--- config.mk ---
export PLATFORM = sky130hd
export DESIGN_NAME = sfd_front_flat
export DESIGN_NICKNAME = d
export VERILOG_FILES = /design/src/rtl/sfd_pkg.sv /design/src/rtl/sfd_if.sv /design/src/rtl/sfd_front.sv /design/src/flat_wrapper.sv
export SDC_FILE = /design/constraint.sdc
export NUM_CORES = 1
export LEC_CHECK = 0
export BUFFER_PORTS_ARGS = -buffer_cell sky130_fd_sc_hd__buf_4
export CAP_MARGIN = 20
export CORE_MARGIN = 5
export CORE_UTILIZATION = 46
export CTS_CLUSTER_DIAMETER = 60
export DETAILED_ROUTE_END_ITERATION = 10
export PLACE_DENSITY = 0.75
export RECOVER_POWER = 50
export SLEW_MARGIN = 10
export SYNTH_ARGS = -nofsm -noshare
export SYNTH_HDL_FRONTEND = slang
export SYNTH_SLANG_ARGS = --single-unit
export TNS_END_PERCENT = 30
--- constraint.sdc ---
create_clock -name clk -period 2.5 [get_ports clk]
set_input_delay 0.5 -clock clk [delete_from_list [all_inputs] [get_ports clk]]
set_output_delay 0.5 -clock clk [all_outputs]
set_load 0.005 [all_outputs]
--- src/rtl/sfd_pkg.sv ---
// ----------------------------------------------------------------------------
// Serial flash device package
// Types, codes and constants shared by the serial flash device modules.
// ----------------------------------------------------------------------------
package sfd_pkg;

  localparam int FLASH_BYTES_DEF = 65536;
  localparam int PTR_W           = 24;
  localparam int CFG_IDX_W       = 1;
  localparam int CFG_DATA_W      = 24;
  localparam int QUEUE_DEPTH     = 2;
  localparam int QUEUE_AW        = $clog2(QUEUE_DEPTH);

  localparam logic [CFG_IDX_W-1:0] CFG_ID_BYTES   = 1'b0;
  localparam logic [CFG_IDX_W-1:0] CFG_BUSY_POLLS = 1'b1;

  localparam logic [23:0] ID_BYTES_RST   = 24'd12722200;
  localparam logic [3:0]  BUSY_POLLS_RST = 4'd10;

  localparam logic [7:0] OFS_BUSY      = 8'h04;
  localparam logic [7:0] OFS_MODE      = 8'h10;
  localparam logic [7:0] OFS_TX        = 8'h18;
  localparam logic [7:0] OFS_RX        = 8'h1C;
  localparam logic [7:0] OFS_MODE_WORD = 8'h38;

  localparam int WEL_BIT = 1;

  typedef enum logic [1:0] {
    FN_BUS_RD  = 2'd0,
    FN_BUS_WR  = 2'd1,
    FN_CS      = 2'd2,
    FN_PRELOAD = 2'd3
  } func_t;

  typedef enum logic [2:0] {
    OP_NOP,
    OP_BUSY_RD,
    OP_MODE_WORD_RD,
    OP_RECEIVE,
    OP_TRANSMIT,
    OP_MODE_WORD_WR,
    OP_CS_HIGH,
    OP_PRELOAD
  } op_t;

  typedef enum logic [7:0] {
    CMD_STANDBY = 8'h00,
    CMD_WRSR    = 8'h01,
    CMD_RDSR    = 8'h05,
    CMD_POLL    = 8'h08,
    CMD_WREN    = 8'h06,
    CMD_WRDI    = 8'h04,
    CMD_RDID    = 8'h9F,
    CMD_READ    = 8'h03,
    CMD_QREAD   = 8'h6B,
    CMD_PP      = 8'h02,
    CMD_ARRAY   = 8'h07
  } cmd_t;

  typedef enum logic [1:0] {
    ERR_NONE   = 2'd0,
    ERR_OPCODE = 2'd1,
    ERR_WRITE  = 2'd2,
    ERR_READ   = 2'd3
  } err_t;

  typedef enum logic [2:0] {
    ENG_CLEAR,
    ENG_IDLE,
    ENG_MOD,
    ENG_MEM,
    ENG_RESP
  } eng_state_t;

  typedef struct packed {
    op_t         op;
    logic [31:0] value;
    logic [15:0] load_address;
  } sfd_item_t;

  typedef struct packed {
    logic [31:0] read_data;
    err_t        error;
  } sfd_resp_t;

  function automatic logic [7:0] id_byte(input logic [23:0] ids, input logic [1:0] k);
    logic [7:0] b;
    case (k)
      2'd0:    b = ids[23:16];
      2'd1:    b = ids[15:8];
      2'd2:    b = ids[7:0];
      default: b = 8'h00;
    endcase
    return b;
  endfunction

endpackage

--- src/rtl/sfd_if.sv ---
// ----------------------------------------------------------------------------
// Serial flash device channels
// Valid/ready interfaces for the request and result words.
// ----------------------------------------------------------------------------
interface sfd_in_if;
  logic        valid;
  logic        ready;
  logic [1:0]  func;
  logic [7:0]  offset;
  logic [31:0] value;
  logic [15:0] load_address;

  modport source (output valid, output func, output offset, output value,
                  output load_address, input ready);
  modport sink (input valid, input func, input offset, input value,
                input load_address, output ready);
endinterface


--- src/rtl/sfd_front.sv ---
// ----------------------------------------------------------------------------
// Serial flash device front end
// Accepts request words, classifies them and queues them for the engine.
// ----------------------------------------------------------------------------
module sfd_front (
  input  logic              clk,
  input  logic              rst_n,
  sfd_in_if.sink            in_ch,
  input  logic              hold,
  output logic              q_valid,
  output sfd_pkg::sfd_item_t q_item,
  input  logic              q_pop
);

  localparam logic [sfd_pkg::QUEUE_AW:0] QFULL = (sfd_pkg::QUEUE_AW+1)'(sfd_pkg::QUEUE_DEPTH);

  sfd_pkg::sfd_item_t           slot_r [sfd_pkg::QUEUE_DEPTH];
  logic [sfd_pkg::QUEUE_AW-1:0] wr_ptr_r, wr_ptr_nxt;
  logic [sfd_pkg::QUEUE_AW-1:0] rd_ptr_r, rd_ptr_nxt;
  logic [sfd_pkg::QUEUE_AW:0]   cnt_r, cnt_nxt;
  logic                         push;
  sfd_pkg::op_t                 op_c;
  sfd_pkg::sfd_item_t           item_c;

  assign in_ch.ready = !hold && (cnt_r != QFULL);
  assign push        = in_ch.valid && in_ch.ready;
  assign q_valid     = (cnt_r != '0);
  assign q_item      = slot_r[rd_ptr_r];

  always_comb begin
    op_c = sfd_pkg::OP_NOP;
    case (sfd_pkg::func_t'(in_ch.func))
      sfd_pkg::FN_BUS_RD: begin
        if (in_ch.offset == sfd_pkg::OFS_BUSY) op_c = sfd_pkg::OP_BUSY_RD;
        else if (in_ch.offset == sfd_pkg::OFS_RX) op_c = sfd_pkg::OP_RECEIVE;
        else if (in_ch.offset == sfd_pkg::OFS_MODE_WORD) op_c = sfd_pkg::OP_MODE_WORD_RD;
      end
      sfd_pkg::FN_BUS_WR: begin
        if (in_ch.offset == sfd_pkg::OFS_TX) op_c = sfd_pkg::OP_TRANSMIT;
        else if (in_ch.offset == sfd_pkg::OFS_MODE_WORD) op_c = sfd_pkg::OP_MODE_WORD_WR;
      end
      sfd_pkg::FN_CS: begin
        if (in_ch.value[0]) op_c = sfd_pkg::OP_CS_HIGH;
      end
      sfd_pkg::FN_PRELOAD: begin
        op_c = sfd_pkg::OP_PRELOAD;
      end
      default: begin
        op_c = sfd_pkg::OP_NOP;
      end
    endcase
    item_c.op           = op_c;
    item_c.value        = in_ch.value;
    item_c.load_address = in_ch.load_address;
  end

  always_comb begin
    wr_ptr_nxt = push  ? wr_ptr_r + 1'b1 : wr_ptr_r;
    rd_ptr_nxt = q_pop ? rd_ptr_r + 1'b1 : rd_ptr_r;
    case ({push, q_pop})
      2'b10:   cnt_nxt = cnt_r + 1'b1;
      2'b01:   cnt_nxt = cnt_r - 1'b1;
      default: cnt_nxt = cnt_r;
    endcase
  end

  always_ff @(posedge clk) begin
    if (!rst_n) begin
      wr_ptr_r <= '0;
      rd_ptr_r <= '0;
      cnt_r    <= '0;
    end else begin
      wr_ptr_r <= wr_ptr_nxt;
      rd_ptr_r <= rd_ptr_nxt;
      cnt_r    <= cnt_nxt;
    end
  end

  always_ff @(posedge clk) begin
    if (push) begin
      slot_r[wr_ptr_r] <= item_c;
    end
  end

endmodule

--- src/flat_wrapper.sv ---
// flat-port wrapper written by rule: the top's interface ports become plain ports
module sfd_front_flat 
  (clk, rst_n, hold, q_valid, q_item, q_pop, in_ch_valid, in_ch_func, in_ch_offset, in_ch_value, in_ch_load_address, in_ch_ready);
  sfd_in_if in_ch_i ();
  input  logic clk;
  input  logic rst_n;
  input  logic hold;
  output logic q_valid;
  output sfd_pkg::sfd_item_t q_item;
  input  logic q_pop;
  input wire logic [$bits(in_ch_i.valid)-1:0] in_ch_valid;
  input wire logic [$bits(in_ch_i.func)-1:0] in_ch_func;
  input wire logic [$bits(in_ch_i.offset)-1:0] in_ch_offset;
  input wire logic [$bits(in_ch_i.value)-1:0] in_ch_value;
  input wire logic [$bits(in_ch_i.load_address)-1:0] in_ch_load_address;
  output wire logic [$bits(in_ch_i.ready)-1:0] in_ch_ready;
  assign in_ch_i.valid = in_ch_valid;
  assign in_ch_i.func = in_ch_func;
  assign in_ch_i.offset = in_ch_offset;
  assign in_ch_i.value = in_ch_value;
  assign in_ch_i.load_address = in_ch_load_address;
  assign in_ch_ready = in_ch_i.ready;
  sfd_front u_core (.clk(clk), .rst_n(rst_n), .in_ch(in_ch_i), .hold(hold), .q_valid(q_valid), .q_item(q_item), .q_pop(q_pop));
endmodule
# Yosys cells after proc, flatten, opt, wreduce, memory -nomap -nowiden
# Memories as Yosys holds them, arrays and structs flattened. A register that Yosys moved wholly into a read port is not among the register bits.
# Cells that the tools add are included.
op_classes:
  n_addsub: 4
  eq_ne: 10
  muxes: 12
  reduce_logical: 6
ops:
  columns: ["op", "count"]
  rows:
  - ["$eq 8x5->1 const B", 2]
  - ["$mux 3", 5]
  - ["$pmux 3 s4", 1]
  - ["$eq 8x3->1 const B", 1]
  - ["$eq 8x6->1 const B", 1]
  - ["$eq 2x2->1 const B", 3]
  - ["$eq 2x1->1 const B", 2]
  - ["$mux 1", 4]
  - ["$pmux 2 s2", 1]
  - ["$reduce_bool 2->1", 2]
  - ["$add 1x1->1 const B", 2]
  - ["$add 2x1->2 const B", 1]
  - ["$logic_and 1x1->1", 2]
  - ["$logic_not 2->1", 1]
  - ["$mux 2", 1]
  - ["$ne 2x2->1 const B", 1]
  - ["$sub 2x1->2 const B", 1]
  - ["$logic_not 1->1", 1]
totals:
  register_bits: 4
  ram_bits: 102
  in_bits: 63
  out_inout_bits: 53
  word_cells: 36
  mem_count: 1
memory_table:
  columns: ["memory", "words", "width", "rd", "rd_ports_with_merged_regs", "wr", "line", "text"]
  rows:
  - ["u_core.slot_r", 2, 51, 1, 1, 1, "sfd_front.sv:17", "sfd_pkg::sfd_item_t slot_r [sfd_pkg::QUEUE_DEPTH];"]

# Logic depth before layout (Yosys ltp)
# Gate-level depths: netlist (run 1).
depth:
  word_depth: 5
  mapped_depth: 6
  mapped_depth_nobuf: 6

# Worst setup path before layout (run 1)
# OpenSTA, ideal clock, no wires.
synth_timing:
  path_kind: "input to register"
  start: "input port in_ch_valid"
  end: "memory u_core.slot_r[0][0] (netlist bit) (enable)"
  setup_ps: 405
  t_arrival_ps: 2030
  required_time_ps: 2095
  slack_ps: 64
  stages: 3
  path_buffers: 0
  cell_sequence: "inv_1 or4_4 inv_1"
synth_between:
  elab_chain_len: 3
synth_lines:
  columns: ["item", "line", "text"]
  rows:
  - ["start: declaration", "flat_wrapper.sv:11", "input wire logic [$bits(in_ch_i.valid)-1:0] in_ch_valid;"]
  - ["$logic_and 1x1->1", "sfd_front.sv:26", "assign push = in_ch.valid && in_ch.ready;"]
  - ["$mux 1", "sfd_front.sv:80", "if (push) begin"]
  - ["$mux 1 (not written as such)", "sfd_front.sv:81", "slot_r[wr_ptr_r] <= item_c;"]
  - ["end: declaration", "sfd_front.sv:17", null]
# Every way passes these cells.

==> results.toml, run 1 <==
[routing]
drt_iter0_drc = 52
drc = 0
wire_per_inst_um = 15.4
first_pass_iters = 4
drt_wl_total_um = 6710
vias = 2149
antenna_left = 0
post_drt_via_cell_ratio = 4.92

[power_and_ir_drop]
p_switching_uw = 753
p_sw_frac = 0.213
ir_drop_uv = 426
power.density_nw_per_um2 = 688
power_frac_comb = 0.128
p_clk_frac = 0.284
seqPwrFrac = 0.588
leakagePower_nw = 1.86
p_int_mw = 2.78

[critical_path]
worst_path_largest_cell_delay_ns = 0.39
critical-path-slowest-cell = "mux2_2"
cp_max_fo = 28
critical_path.cell_chain = "buf_4 > mux2_2 > buf_4"
crit_type = "flip-flop to primary output"
crit_buf_inv = 2
cp_top_family = "buffers and inverters"
cp-end-kind = "primary output"
startpoint_type = "flip-flop"
arrival_ns = 1.55
crit_top_cell = "buf_4"
worstPathRequired_ns = 2.00

[clocking]
cts.path.max_buffers = 2
numClockSinks = 107
insertion_delay_ns = 0.36
cts_buffers = 9
post_cts_resized = 0
cts-root-buf = "clkbuf_8"
htreeDepth = 3
cts_tree = "done"
clk_pin_slew_worst_paths_ns = 0.10
cts_hold_buf = 0
postCtsSetupRepairBufs = 0

[synthesis]
postSynthCellCount = 199
synth_top_area_frac = 0.764
synth_ff_type = "edfxtp_1"
synth_top_family_by_area = "multiplexers"
synthArstFlopShare = 0
yosysSeqAreaShare = 0.789
synthDistinctLibCells = 26
syn_area_per_cell_sq_um = 20.1
synth-edff-count = 102
synth_xor_xnor_area_share = 0.0109
synth-seq-cells = 107
synth-simple-area-share = 0.0328
synth_fa_ha_area_frac = 0.00312
yosysTopAreaCell = "edfxtp_1"
synth_area_leaders = "edfxtp_1 76%, mux2_2 14%, dfxtp_1 2.5%"
synth.area.mux_share = 0.143
synth_compound_area_frac = 0.0109
yosys_warnings = 0
syn-cell-area_sq_um = 4010
syn-num-nets = 263

[floorplan]
coreArea_sq_um = 8590
num_rows = 34
start_util = 0.467
dieArea_sq_um = 10700
fp.dieW_um = 103
io_pins = 116
fp.dieH_um = 103

[place]
gp_congestion = 0.713
post-place-cells = 421
dpl.hpwl_um = 4680
port_buffers = 115

[sta]
min_period_ns = 2.05
finalCritPeriodShare = 0.821
finClkSkew_ns = 0.00746
maxSlewViolCount = 0
finalSetupTns_ns = 0
worstMarginPinSlew_ns = 0.728
max_freq_mhz = 487
setup_viol = 0
rsz0062_at_grt = "false"
relSlewSlack = 0.515
finalHoldViolations = 0

[final_layout]
diodes = 0
area_growth_pct = 28.1
stdcell_count = 437
fin_util = 0.598
nFillCells = 669
layout-drive-gt1-share = 0.529
seqCellArea_sq_um = 3160
final_common_cell = "edfxtp_1"
final_cell_mix = "102 x edfxtp_1, 70 x buf_4, 51 x mux2_2, 35 x clkbuf_4, 16 x clkbuf_1"
multi_input_area_sq_um = 788
fin_nets = 388

[job]
drv_cap = 0

[grt]
antenna_found_initial = 0
grt_max_degree = 52
grtUsageTotal = 0.132
grt_overflow = 0
grt_pass1_wl_um = 10500
grt_pass1_vias = 2245

[run_status]
status = "finished, final reports clean"

[min_path]
min_path_type = "input port to flip-flop"
## final cells by class
class                           instances  share of cell area
Inverter                                3             0.00219
Tap cell                              108              0.0263
Sequential cell                       107               0.616
Clock inverter                          6              0.0127
Multi-Input combinational cell         83               0.153
Timing Repair Buffer                  120               0.164
Clock buffer                           10              0.0248
## power groups by stage
stage	clock network (mW)	registers, mW	logic (mW)
finish	1.00	2.08	0.451
global route	1.12	2.09	0.495
CTS	1.05	2.08	0.482
detailed placement	0	2.12	0.478
global placement	0	2.11	0.471
floorplan	0	2.11	0.211
## cells in the mapped netlist, types with 3 or more instances
cell type  count
nor2_1         4
dfxtp_1        5
buf_2          5
inv_1          3
xnor2_1        4
edfxtp_1     102
mux2_2        51
## path summary, 6_finish.rpt
| kind | from | endpoint | slack (ns) | cells after the start |
|---|---|---|---|---|
| setup / recovery | flip-flop | q_item[27] | 0.45 | 3 |
| hold reg to reg | u_core.wr_ptr_r$_SDFFE_PN0P_ | u_core.wr_ptr_r$_SDFFE_PN0P_ | 0.51 | 2 |
| hold / removal | in_ch_value[12] | u_core.slot_r[1][28]$_DFFE_PP_ | 0.34 | 1 |
| setup reg to reg | u_core.cnt_r[0]$_SDFFE_PN0P_ | u_core.slot_r[1][33]$_DFFE_PP_ | 0.70 | 4 |
## sequential cells by signal (all words and copies together), names as in the netlist, named ones only
| signal | cells |
|---|---|
| u_core.slot_r | 102 |
| u_core.cnt_r | 2 |
| u_core.rd_ptr_r | 1 |
| u_core.wr_ptr_r | 1 |
## per-layer routing
metal	GRT usage	wire, um	vias to the layer above
met4	0.0627	88	0
met3	0.0449	580	9
met2	0.212	3350	77
met1	0.160	2700	1037
li1	-	-	1026
met5	0	0	-
## cells by family (layout without fill, tap and decap cells)
family,count (synthesis),in the layout
muxes,51,51
adders and majority gates,1,1
DFF,107,107
and+or+nand+nor,19,19
buffers and inverters,9,139
xor gates and xnor gates,5,5
AOI/OAI and AO/OA,7,7
## metrics by stage
step / instance area (sq um) / setup slack [ns] / total power [mW] / hold slack (ns)
after floorplan: 4010 / 0.0645 / 2.33 / 0.457
after global placement: 5030 / 0.584 / 2.59 / 0.474
after detailed placement: 5030 / 0.587 / 2.60 / 0.503
after CTS: 5220 / 0.398 / 3.60 / 0.294
after global routing: 5140 / 0.361 / 3.70 / 0.316
final: 5140 / 0.449 / 3.53 / 0.344
Power figures use the tool's default switching activity.
==> run 2: changes to the inputs <==
--- a/config.mk
+++ b/config.mk
@@ -8,10 +8,10 @@
 export BUFFER_PORTS_ARGS = -buffer_cell sky130_fd_sc_hd__buf_4
 export CAP_MARGIN = 20
 export CORE_MARGIN = 5
-export CORE_UTILIZATION = 46
+export CORE_UTILIZATION = 51
 export CTS_CLUSTER_DIAMETER = 60
 export DETAILED_ROUTE_END_ITERATION = 10
-export PLACE_DENSITY = 0.75
+export PLACE_DENSITY = 0.79
 export RECOVER_POWER = 50
 export SLEW_MARGIN = 10
 export SYNTH_ARGS = -nofsm -noshare
==> constraint.sdc (replaced) <==
create_clock -name clk -period 1.9 [get_ports clk]
set_input_delay 0.38 -clock clk [delete_from_list [all_inputs] [get_ports clk]]
set_output_delay 0.38 -clock clk [all_outputs]
set_load 0.005 [all_outputs]
==> run 2 against run 1 <==
Hold slack worse by 0.11 ns. Global-route usage is 1.8 points higher. Critical path type unchanged. Sequential power up 31%. Clock power increased by 35%. Count of clock-buffer cells in the layout is 1 lower. Highest routed layer unchanged. Wire length grew 3.9%.
==> results.toml, run 2 (synthesized netlist as in run 1, its figures left out) <==
[run_status]
status = "finished, final reports clean"

[floorplan]
start_util = 0.521
dieArea_sq_um = 9730
io_pins = 116
coreArea_sq_um = 7690
fp.dieH_um = 98.7
num_rows = 32
fp.dieW_um = 98.7

[sta]
maxSlewViolCount = 0
min_period_ns = 1.80
finClkSkew_ns = 0.00578
finalHoldViolations = 0
worstMarginPinSlew_ns = 0.655
setup_viol = 0
max_freq_mhz = 554
finalCritPeriodShare = 0.950
rsz0062_at_grt = "false"
finalSetupTns_ns = 0
relSlewSlack = 0.559

[clocking]
clk_pin_slew_worst_paths_ns = 0.10
htreeDepth = 3
cts_tree = "done"
cts_hold_buf = 0
insertion_delay_ns = 0.34
cts-root-buf = "clkbuf_8"
cts_buffers = 9
cts.path.max_buffers = 2
numClockSinks = 107

[critical_path]
cp_max_fo = 24
cp_top_family = "flip-flops"
worst_path_largest_cell_delay_ns = 0.39
crit_buf_inv = 2
worstPathRequired_ns = 1.52
r2r_slack_ns = 0.22
arrival_ns = 1.42
r2r-start = "u_core.cnt_r[0]$_SDFFE_PN0P_"
r2r_cells = 5
reg2reg_to = "u_core.cnt_r[1]$_SDFFE_PN0P_"
cp-end-kind = "primary output"
crit_type = "flip-flop to primary output"
critical_path.cell_chain = "buf_12 > mux2_2 > buf_4"
startpoint_type = "flip-flop"
critical-path-slowest-cell = "dfxtp_4"

[grt]
grt_overflow = 0
grt_max_degree = 52
grtUsageTotal = 0.150
grt_pass1_vias = 2397
antenna_found_initial = 0
grt_pass1_wl_um = 11400

[place]
port_buffers = 115
gp_congestion = 0.687
dpl.hpwl_um = 4890
post-place-cells = 415

[min_path]
whs_path_depth = 1
min_path_type = "input port to flip-flop"
worstHoldStart = "in_ch_value[21]"
hold_end = "u_core.slot_r[1][37]$_DFFE_PP_"

[final_layout]
final_cell_mix = "102 x edfxtp_1, 66 x buf_4, 51 x mux2_2, 33 x clkbuf_4, 17 x clkbuf_1"
top_register = "u_core.slot_r"
largest_reg_flops = 102
top_regs = "u_core.slot_r: 102 flops, u_core.cnt_r: 2 flops"
fin_nets = 389
area_growth_pct = 29.6
final_common_cell = "edfxtp_1"
layout-drive-gt1-share = 0.527
diodes = 0
stdcell_count = 432

[power_and_ir_drop]
ir_drop_uv = 663
leakagePower_nw = 1.88
power.density_nw_per_um2 = 905

[routing]
drt_iter0_drc = 95
first_pass_iters = 4
antenna_left = 0
drc = 0
wire_per_inst_um = 16.1
post_drt_via_cell_ratio = 4.99
vias = 2156
drt_wl_total_um = 6970

[job]
drv_cap = 0
run 2: repair_timing:
item                                    4_1_cts  5_1_grt
resized for setup                             1        0
endpoints found under the setup margin       44        0
setup buffers                                 1        0
run 2: where the power goes:
group	leakage, nW	switching (mW)	internal, mW
Sequential	0.977	0.0316	2.70
Combinational	0.808	0.254	0.363
Clock	0.0950	0.731	0.619
run 2: layer usage:
| layer | track usage | wire length, um | up-vias |
|---|---|---|---|
| li1 | - | - | 1033 |
| met1 | 0.172 | 2730 | 1048 |
| met2 | 0.269 | 3720 | 71 |
| met3 | 0.0453 | 480 | 4 |
| met4 | 0.0473 | 39 | 0 |
| met5 | 0 | 0 | - |
run 2: final cells by class:
cell class | instances | area, sq um
well taps | 102 | 128
inverters | 3 | 12.5
clock inverters | 7 | 77.6
repair buffers | 121 | 898
clock buffers | 9 | 124
multi-input cells | 83 | 788
fillers | 560 | 2490
flip-flops and latches | 107 | 3170
run 2: metrics by stage:
stage / utilization / total power, mW / area, sq um / setup WS [ns] / hold WS, ns
2_1_floorplan: - / 3.06 / 4010 / -0.391 / 0.457
3_3_place_gp: 0.660 / 3.43 / 5080 / 0.173 / 0.477
3_5_place_dp: 0.660 / 3.44 / 5080 / 0.143 / 0.490
4_1_cts: 0.688 / 4.79 / 5290 / 0.0661 / 0.193
5_1_grt: 0.676 / 4.93 / 5190 / 0.0349 / 0.201
6_report: 0.676 / 4.70 / 5190 / 0.0957 / 0.236
run 2: how the worst max path moves through the flow:
stage                                      start                            end  slack (ns)  cells past startpoint
floorplan           u_core.cnt_r[0]$_SDFFE_PN0P_  u_core.slot_r[1][0]$_DFFE_PP_       -0.39                      3
global placement                            hold   u_core.cnt_r[1]$_SDFFE_PN0P_        0.17                      5
detailed placement                          hold   u_core.cnt_r[1]$_SDFFE_PN0P_        0.14                      5
CTS                                    flip-flop                     q_item[47]        0.07                      3
global route                           flip-flop                     q_item[28]        0.03                      3
finish                                 flip-flop                     q_item[47]         0.1                      3
==> run 3: changes to the inputs <==
--- a/config.mk
+++ b/config.mk
@@ -7,11 +7,13 @@
 export LEC_CHECK = 0
 export BUFFER_PORTS_ARGS = -buffer_cell sky130_fd_sc_hd__buf_4
 export CAP_MARGIN = 20
+export CORE_ASPECT_RATIO = 0.6
 export CORE_MARGIN = 5
-export CORE_UTILIZATION = 51
+export CORE_UTILIZATION = 53
+export CTS_BUF_LIST = sky130_fd_sc_hd__clkbuf_8
 export CTS_CLUSTER_DIAMETER = 60
 export DETAILED_ROUTE_END_ITERATION = 10
-export PLACE_DENSITY = 0.79
+export PLACE_DENSITY = 0.81
 export RECOVER_POWER = 50
 export SLEW_MARGIN = 10
 export SYNTH_ARGS = -nofsm -noshare
==> run 3 against run 2 <==
Power is 2.0% higher. Critical endpoint is now q_item[11]. Hold slack worse by 0.010 ns. First-iteration DRC count increased by 1.1%. Sequential share of layout area is 0.41 points lower. Largest cell class unchanged. Clock power rose by 4%. Combinational power rose by 5.0%. Final area grew 0.67%. Clock skew increased by 0.00073 ns. Count of clock-buffer cells in the layout did not move. Non-clock buffer count increased by 2. Critical path type unchanged. Largest power group unchanged. Global-route usage increased by 1.2 points.
==> results.toml, run 3 (synthesized netlist as in run 1, its figures left out) <==
[final_layout]
top_register = "u_core.slot_r"
fin_util = 0.717
largest_reg_flops = 102
layout-drive-gt1-share = 0.520
final_cell_mix = "102 x edfxtp_1, 68 x buf_4, 51 x mux2_2, 29 x clkbuf_4, 20 x clkbuf_1"
diodes = 0
stdcell_count = 435
area_growth_pct = 30.5
top_regs = "u_core.slot_r: 102 flops, u_core.cnt_r: 2 flops"
final_common_cell = "edfxtp_1"
fin_nets = 391

[sta]
finalCritPeriodShare = 0.978
worstMarginPinSlew_ns = 0.596
fin_ws_ns = 0.0427
setup_viol = 0
finClkSkew_ns = 0.00651
relSlewSlack = 0.599
max_freq_mhz = 538
finalHoldViolations = 0
rsz0062_at_grt = "true"
whs_ns = 0.225
maxSlewViolCount = 0
min_period_ns = 1.86

[place]
gp_congestion = 0.719
port_buffers = 115
post-place-cells = 418
pre_cts_ws_ns = 0.117

[clocking]
cts_buffers = 9
htreeDepth = 3
numClockSinks = 107
postCtsSetupRepairBufs = 0
cts.path.max_buffers = 2
insertion_delay_ns = 0.35
clk_pin_slew_worst_paths_ns = 0.09
cts-root-buf = "clkbuf_8"
cts_tree = "done"

[critical_path]
worstPathRequired_ns = 1.52
crit_type = "flip-flop to primary output"
cp-end-kind = "primary output"
arrival_ns = 1.48
cp_max_fo = 13
startpoint_type = "flip-flop"
r2r-start = "u_core.cnt_r[0]$_SDFFE_PN0P_"

[routing]
first_pass_iters = 4
drt_wl_total_um = 7720
wire_per_inst_um = 17.7
post_drt_via_cell_ratio = 5.10
vias = 2220
drc = 0
drt_iter0_drc = 96
antenna_left = 0

[floorplan]
io_pins = 116
num_rows = 24
start_util = 0.549
fp.dieW_um = 122
fp.dieH_um = 77.4
coreArea_sq_um = 7300
dieArea_sq_um = 9460

[grt]
grt_overflow = 0
grt_max_degree = 52
antenna_found_initial = 0
grt_pass1_wl_um = 11400
grt_pass1_vias = 2292
grtUsageTotal = 0.162

[min_path]
min_path_type = "input port to flip-flop"
worstHoldStart = "in_ch_value[9]"

[power_and_ir_drop]
leakagePower_nw = 1.90
power.density_nw_per_um2 = 917
total_power_mw = 4.80
ir_drop_uv = 777

[run_status]
status = "finished, final reports clean"

[job]
drv_cap = 0
-- run 3: changes by cell type in the layout (fill, tap and decap cells not counted) --
| cell | before | now |
|---|---|---|
| clkbuf_4 | 33 | 29 |
| clkbuf_1 | 17 | 20 |
| buf_4 | 66 | 68 |
| clkbuf_16 | 0 | 2 |
| clkinv_2 | 0 | 2 |
| clkinv_4 | 2 | 0 |
| buf_12 | 4 | 3 |
| bufinv_16 | 1 | 2 |
| clkinvlp_2 | 1 | 0 |
| inv_8 | 1 | 0 |
-- run 3: per-layer routing --
metal	part of all wire	up-vias	wire, um	GRT usage
met5	0	-	0	0
met4	0.012	0	93	0.0469
met3	0.091	16	704	0.0654
met2	0.46	101	3570	0.263
met1	0.43	1065	3350	0.203
li1	-	1038	-	-
-- run 3: power by group --
group	leakage [nW]	total, mW	switching, mW	internal, mW
combinational	0.817	0.648	0.270	0.379
clock	0.103	1.41	0.683	0.725
sequential	0.977	2.74	0.0375	2.70
-- run 3: area by class of cell --
cell class,count,area (sq um)
Clock buffer,9,124
Clock inverter,6,81.3
Fill cell,489,2070
Inverter,3,15.0
Multi-Input combinational cell,83,788
Sequential cell,107,3170
Tap cell,104,130
Timing Repair Buffer,123,925
-- run 3: path summary, 6_finish.rpt --
kind	to	cells after the start	slack [ns]
worst max-delay path	q_item[11]	3	0.04
worst max register to register	u_core.cnt_r[1]$_SDFFE_PN0P_	5	0.18
worst min register to register	u_core.wr_ptr_r$_SDFFE_PN0P_	2	0.51
worst min-delay path	u_core.slot_r[0][25]$_DFFE_PP_	1	0.23
-- run 3: timing repair --
| action | 4_1_cts | 5_1_grt |
|---|---|---|
| hold buffers | 0 | 0 |
| setup endpoints to repair | 24 | 26 |
| hold endpoints to repair | 0 | 0 |
| cloned | 0 | 2 |
| gates resized for setup | 2 | 2 |
-- run 3: through the flow --
stage	setup TNS [ns]	area, sq um
after global routing	-0.207	5230
after detailed placement	0	5060
after CTS	0	5280
after global placement	0	5060
after floorplan	-19.93	4010
final	0	5230
-- run 3: worst max-delay path, cell delays in order, from the launching register on --
cell	delay, ns
dfxtp_4	0.44
clkbuf_16	0.20
mux2_2	0.34
buf_4	0.14
